[src/rtl/csgv_div_pipe.sv]
// Pipelined restoring divider, one quotient bit per stage, several lanes sharing one divisor.
// A side tag travels with each item. Stand-alone; no package needed.
// The caller guarantees that every quotient fits in QUO_W bits.
module csgv_div_pipe #(
    parameter int NUM_W = 24,
    parameter int DEN_W = 10,
    parameter int QUO_W = 15,
    parameter int LANES = 2,
    parameter int TAG_W = 8
) (
    input  logic                        clk,
    input  logic                        rst_n,
    input  logic                        in_valid,
    input  logic [LANES-1:0][NUM_W-1:0] in_num,
    input  logic [DEN_W-1:0]            in_den,
    input  logic [TAG_W-1:0]            in_tag,
    output logic                        out_valid,
    output logic [LANES-1:0][QUO_W-1:0] out_quo,
    output logic [TAG_W-1:0]            out_tag
);

    localparam int CMP_W = DEN_W + QUO_W;

    // Inputs of each stage.
    logic                        valid_in [QUO_W];
    logic [LANES-1:0][CMP_W-1:0] rem_in   [QUO_W];
    logic [LANES-1:0][QUO_W-1:0] quo_in   [QUO_W];
    logic [DEN_W-1:0]            den_in   [QUO_W];
    logic [TAG_W-1:0]            tag_in   [QUO_W];

    logic [LANES-1:0][CMP_W-1:0] rem_next [QUO_W-1];
    logic [LANES-1:0][QUO_W-1:0] quo_next [QUO_W];

    logic [QUO_W-1:0]            valid_reg;
    logic [LANES-1:0][CMP_W-1:0] rem_reg  [QUO_W-1];
    logic [LANES-1:0][QUO_W-1:0] quo_reg  [QUO_W];
    logic [DEN_W-1:0]            den_reg  [QUO_W-1];
    logic [TAG_W-1:0]            tag_reg  [QUO_W];

    for (genvar k = 0; k < QUO_W; k++) begin : g_stage
        localparam int SH = QUO_W - 1 - k;

        if (k == 0) begin : g_first
            assign valid_in[k] = in_valid;
            assign den_in[k]   = in_den;
            assign tag_in[k]   = in_tag;
            for (genvar l = 0; l < LANES; l++) begin : g_load
                assign rem_in[k][l] = CMP_W'(in_num[l]);
                assign quo_in[k][l] = '0;
            end
        end else begin : g_chain
            assign valid_in[k] = valid_reg[k-1];
            assign den_in[k]   = den_reg[k-1];
            assign tag_in[k]   = tag_reg[k-1];
            assign rem_in[k]   = rem_reg[k-1];
            assign quo_in[k]   = quo_reg[k-1];
        end

        for (genvar l = 0; l < LANES; l++) begin : g_lane
            logic [CMP_W:0] diff;
            logic           fits;

            // One subtract decides the bit: no borrow means the shifted divisor fits.
            assign diff = {1'b0, rem_in[k][l]} - {1'b0, CMP_W'(den_in[k]) << SH};
            assign fits = ~diff[CMP_W];
            assign quo_next[k][l] = quo_in[k][l] | (QUO_W'(fits) << SH);
            if (k < QUO_W - 1) begin : g_rem
                assign rem_next[k][l] = fits ? diff[CMP_W-1:0] : rem_in[k][l];
            end
        end

        always_ff @(posedge clk or negedge rst_n)
        begin
            if (!rst_n)
            begin
                valid_reg[k] <= 1'b0;
            end
            else
            begin
                valid_reg[k] <= valid_in[k];
            end
        end

        always_ff @(posedge clk)
        begin
            quo_reg[k] <= quo_next[k];
            tag_reg[k] <= tag_in[k];
        end

        if (k < QUO_W - 1) begin : g_carry
            always_ff @(posedge clk)
            begin
                rem_reg[k] <= rem_next[k];
                den_reg[k] <= den_in[k];
            end
        end
    end

    assign out_valid = valid_reg[QUO_W-1];
    assign out_quo   = quo_reg[QUO_W-1];
    assign out_tag   = tag_reg[QUO_W-1];

endmodule

[config.mk]
export PLATFORM = sky130hd
export DESIGN_NAME = csgv_div_pipe
export DESIGN_NICKNAME = d
export VERILOG_FILES = /design/src/rtl/csgv_div_pipe.sv
export SDC_FILE = /design/constraint.sdc
export NUM_CORES = 2
export LEC_CHECK = 0
export BUFFER_PORTS_ARGS = -buffer_cell sky130_fd_sc_hd__buf_2
export CORE_MARGIN = 3
export CORE_UTILIZATION = 25
export CTS_CLUSTER_DIAMETER = 40
export DETAILED_ROUTE_END_ITERATION = 7
export PLACE_DENSITY_LB_ADDON = 0.12
export SYNTH_ARGS = -nofsm -noshare
export SYNTH_HDL_FRONTEND = slang
export SYNTH_SLANG_ARGS = --single-unit
[constraint.sdc]
create_clock -name clk -period 3.05 [get_ports clk]
set_clock_uncertainty 0.1 [all_clocks]
set_input_delay 0.4575 -clock clk [delete_from_list [all_inputs] [get_ports clk]]
set_output_delay 0.4575 -clock clk [all_outputs]
set_load 0.02 [all_outputs]
# Word-level counts from Yosys, hierarchy flattened
# Memory sizes are Yosys's and may differ from the RTL's.
# Index checks and enable logic that the tools add are counted.
dict set report classes {
  n_addsub 30
  muxes 28
  n_bitwise 58
}
# cell n
set op_table {}
lappend op_table {{25-bit two-way mux} 28}
lappend op_table {{25-bit by 10-bit subtractor with 26-bit output} 2}
lappend op_table {{25-bit by 11-bit subtractor with 26-bit output} 2}
lappend op_table {{25-bit by 12-bit subtractor with 26-bit output} 2}
lappend op_table {{25-bit by 13-bit subtractor with 26-bit output} 2}
lappend op_table {{25-bit by 14-bit subtractor with 26-bit output} 2}
lappend op_table {{25-bit by 15-bit subtractor with 26-bit output} 2}
lappend op_table {{25-bit by 16-bit subtractor with 26-bit output} 2}
lappend op_table {{25-bit by 17-bit subtractor with 26-bit output} 2}
lappend op_table {{25-bit by 18-bit subtractor with 26-bit output} 2}
lappend op_table {{25-bit by 19-bit subtractor with 26-bit output} 2}
lappend op_table {{25-bit by 20-bit subtractor with 26-bit output} 2}
lappend op_table {{25-bit by 21-bit subtractor with 26-bit output} 2}
lappend op_table {{25-bit by 22-bit subtractor with 26-bit output} 2}
lappend op_table {{25-bit by 23-bit subtractor with 26-bit output} 2}
lappend op_table {{24-bit by 24-bit subtractor with 25-bit output} 2}
lappend op_table {{1-bit NOT} 30}
lappend op_table {{15-bit by 1-bit OR with 15-bit output} 2}
lappend op_table {{15-bit by 10-bit OR with 15-bit output} 2}
lappend op_table {{15-bit by 11-bit OR with 15-bit output} 2}
lappend op_table {{15-bit by 12-bit OR with 15-bit output} 2}
lappend op_table {{15-bit by 13-bit OR with 15-bit output} 2}
lappend op_table {{15-bit by 14-bit OR with 15-bit output} 2}
lappend op_table {{15-bit by 2-bit OR with 15-bit output} 2}
lappend op_table {{other kinds (7)} 14}
dict set report word_totals {
  reg_bits 15
  mem_bits_rw 1410
  input_bits 69
  out_inout_bits 39
  n_memories 4
}
# name words word_bits rd rd_ports_with_merged_regs write_ports line_no
set memory_table {}
lappend memory_table {rem_reg 14 50 14 0 14 35} ;# logic [LANES-1:0][CMP_W-1:0] rem_reg [QUO_W-1];
lappend memory_table {quo_reg 15 30 15 0 15 36} ;# logic [LANES-1:0][QUO_W-1:0] quo_reg [QUO_W];
lappend memory_table {den_reg 14 10 14 0 14 37} ;# logic [DEN_W-1:0] den_reg [QUO_W-1];
lappend memory_table {tag_reg 15 8 15 0 15 38} ;# logic [TAG_W-1:0] tag_reg [QUO_W];

# Longest topological paths before layout
# An unclocked memory read counts as a cell.
dict set report logic_depth {
  word_depth 4
  ltp_mapped 13
  ltp_nobuf 12
}

# Worst setup path before layout
# No wires, ideal clock.
dict set report synth_timing {
  path_kind {reg-to-reg}
  start {mem rem_reg[11][2] (netlist bit)}
  end {mem rem_reg[12][24] (netlist bit)}
  arrival_time_ns 2.590
  t_required_ns 2.878
  setup_slack_ns 0.288
  path_stages_with_launch 12
  period_less_slack_ns 2.762
  path_cell_list {dfxtp_1 -> inv_1 -> ha_1 -> inv_1 -> fa_1 -> a21o_1 -> o21ba_2 -> o21a_1 -> o311ai_0 -> and2_0 -> nor4b_2 -> xor2_1}
}
# element line_no
set synth_lines {}
lappend synth_lines {{start, declared} 35}

==> flow_summary.toml <==
[run_status]
status = "completed"

[sta]
post-route-period-util = 0.952
worst_pin_slew_ps = 698
setup_viol = 0
rsz0062_at_grt = "no"
worst_hold_slack_ps = 171
relSlewSlack = 0.522
fin_crit_ps = 2900
finalHoldViolCount = 0
slew_viol_final = 0
max_freq_ghz = 0.344

[yosys]
synth_xor_area_frac = 0.0571
muxShareOfSynthArea = 0.0290
synthAdderAreaFrac = 0.0967
avgSynthCellArea_um2 = 10.7
yosysTopAreaCell = "dfxtp_1"
yosys_warnings = 0
syn-cell-area_um2 = 44300
synthSimpleGateAreaFrac = 0.121
synth_top_cell_area_share = 0.541
ys_seq_elements = 1213
synthArstFlopShare = 0.0124
syn_inst = 4159
synth.distinct_cells = 91
yosysSeqAreaShare = 0.549
synth_edf_count = 0
synth_top_cells_by_area = "dfxtp_1, ha_1, xor2_1"
syn-num-nets = 4554
synth-compound-area-share = 0.120
synth_ff_type = "dfxtp_1"
synth_top_family_by_area = "simple AND/OR/NAND/NOR gates"

[power_and_ir_drop]
powerDensity_nw_per_um2 = 1160
power_mw = 66.2
max-vdd-ir-drop_uv = 520
leakagePower_nw = 24.4

[floorplan]
die_area_um2 = 182000
initial_core_util = 0.253
ios = 108
rows = 153
fp.dieH_um = 427
fp.coreArea_um2 = 175000
dieWidth_um = 427

[worst_setup_path]
setup.worst_path.end_class = "flip-flop"
crit_fanout = 5
cp_data_required_time_ps = 3700
cp-start-kind = "flip-flop"
r2r_cells = 11
criticalPathCategory = "reg2reg"
arrival_ps = 3550

[cts]
numCtsBuffers = 209
clock_sink_count = 1213
root_buffer = "clkbuf_16"
htreeDepth = 4
clk_latency_ps = 820
clockBufferDepth = 3
cts_tree = "built"
cts.clk_slew.worst_paths_ps = 60

[routing]
routed_wl_mm = 99.7
post_drt_via_cell_ratio = 4.15
first_pass_iters = 5
via_count = 29700
dr.first_iter.drc_count = 1083
avgRoutedWirePerCell_um = 13.9
drtAntennaViolNets = 0
drc_errors = 0

[layout]
diodes = 0
fin_area_um2 = 57200
synthToLayoutAreaGrowth_pct = 29.0
largest_reg_flops = 698
drive_above_1_share = 0.171
nNetsFinal = 5037

[global_routing]
grt_start_max_net_pins = 19
grt-ovfl-total = 0
first_global_vias = 30400
grtUsageTotal = 0.110
antenna_found_initial = 1
grt_pass1_wl_mm = 160

[place]
numPortBuffers = 107
hpwl_mm = 75.8
placed_cell_area_um2 = 48700
gp_congestion = 0.804

[run]
maxCapViolCount = 0

[worst_hold_path]
whs_path_depth = 2
hp-class = "in2reg"
==> report_power, final <==
part	internal, mW	leakage (nW)	total (mW)	switching, mW
Combinational	8.99	10.6	19.0	9.99
Clock	15.0	3.60	24.0	9.01
Sequential	20.3	10.2	23.2	2.93
==> per-layer routing <==
layer | routed length (um) | global-route usage | vias to the layer above | share of wire
li1 | - | - | 15500 | -
met3 | 3830 | 0.0272 | 247 | 0.038
met1 | 44100 | 0.129 | 13500 | 0.44
met4 | 3760 | 0.0492 | 0 | 0.038
met5 | 0 | 0 | - | 0
met2 | 48000 | 0.187 | 413 | 0.48
==> worst max-delay path: stages (launching register included) <==
cell	delay [ps]
dfxtp_1	330
inv_1	40
ha_1	220
fa_1	410
nor2b_1	180
o31ai_1	80
buf_4	160
a211oi_2	300
a21oi_2	140
or4_4	530
nor3_1	200
xor2_1	150
==> cell usage in the layout, fill, tap and decap left out, drive strengths merged, types with 74 or more instances in the layout <==
master / netlist / final
clkinv: 0 / 74
xnor2: 124 / 124
buf: 21 / 249
nor3: 133 / 133
o21ai: 223 / 223
xor2: 165 / 165
dfxtp: 1198 / 1198
a21oi: 237 / 237
nor2: 310 / 310
clkbuf: 25 / 233
ha: 298 / 298
inv: 251 / 293
nand2: 235 / 235
mux2: 97 / 97
o21a: 77 / 77
==> cells by family (layout without fill, tap and decap cells) <==
logic type / Yosys count / count (layout)
AO/OA/AOI/OAI: 840 / 840
XOR/XNOR: 289 / 289
adder cells (fa/ha/maj): 326 / 326
buffers and inverters: 297 / 967
flip-flops: 1213 / 1213
multiplexers: 115 / 115
AND/OR/NAND/NOR: 1079 / 1079
==> final timing paths <==
path	from	to	slack, ps
max	rem_reg[12][1]	rem_reg[13][19]	150
min	in_tag[2]	tag_reg[0][2]	170
max reg2reg	rem_reg[12][1]	rem_reg[13][19]	150
min reg2reg	rem_reg[7][1]	rem_reg[8][1]	220
max in group asynchronous	rst_n	valid_in[5]	1780
min in group asynchronous	rst_n	out_valid	640
==> per-stage QoR <==
stage | util | setup slack, ps | TNS, ps | std cells
after floorplan | - | 288 | 0 | 4159
final | 0.326 | 146 | 0 | 7154
after CTS | 0.326 | 26.2 | 0 | 7150
after detailed placement | 0.278 | -95.6 | -791 | 6683
after global routing | 0.326 | 3.04 | 0 | 7154
after global placement | 0.278 | -163 | -1500 | 6683
==> Yosys cell counts (all sizes together), types with 18 or more instances <==
master and n:
o21bai 18, ha 298, and3 18, nor2b 69, mux2 97, a211oi 31, or2 19, buf 21
nand2b 66, o21a 77, xnor2 124, dfxtp 1198, o31ai 42, nand2 235, clkbuf 25, inv 251
o31a 23, or3 31, mux2i 18, nor4 54, nand3 49, fa 28, nor3 133, or4 30
xor2 165, a21o 62, a21oi 237, o21ai 223, nor2 310
==> timing repair <==
| item | CTS | global route |
|---|---|---|
| hold buffers | 69 | 0 |
| hold endpoints to repair | 82 | 0 |
| resized for setup | 2 | 33 |
| pin swaps | 0 | 3 |
| buffers inserted | 0 | 4 |
| setup endpoints to repair | 11 | 64 |
==> cell type report <==
cell class | instances | area, um2
fill | 17900 | 118000
sequential | 1213 | 24400
multi-input combinational | 2649 | 19000
clock buffer | 233 | 5480
tap | 2325 | 2910
timing repair buffer | 318 | 2420
clock inverter | 165 | 2100
inverter | 251 | 942
Note: power is estimated with default switching activity, not from simulation.
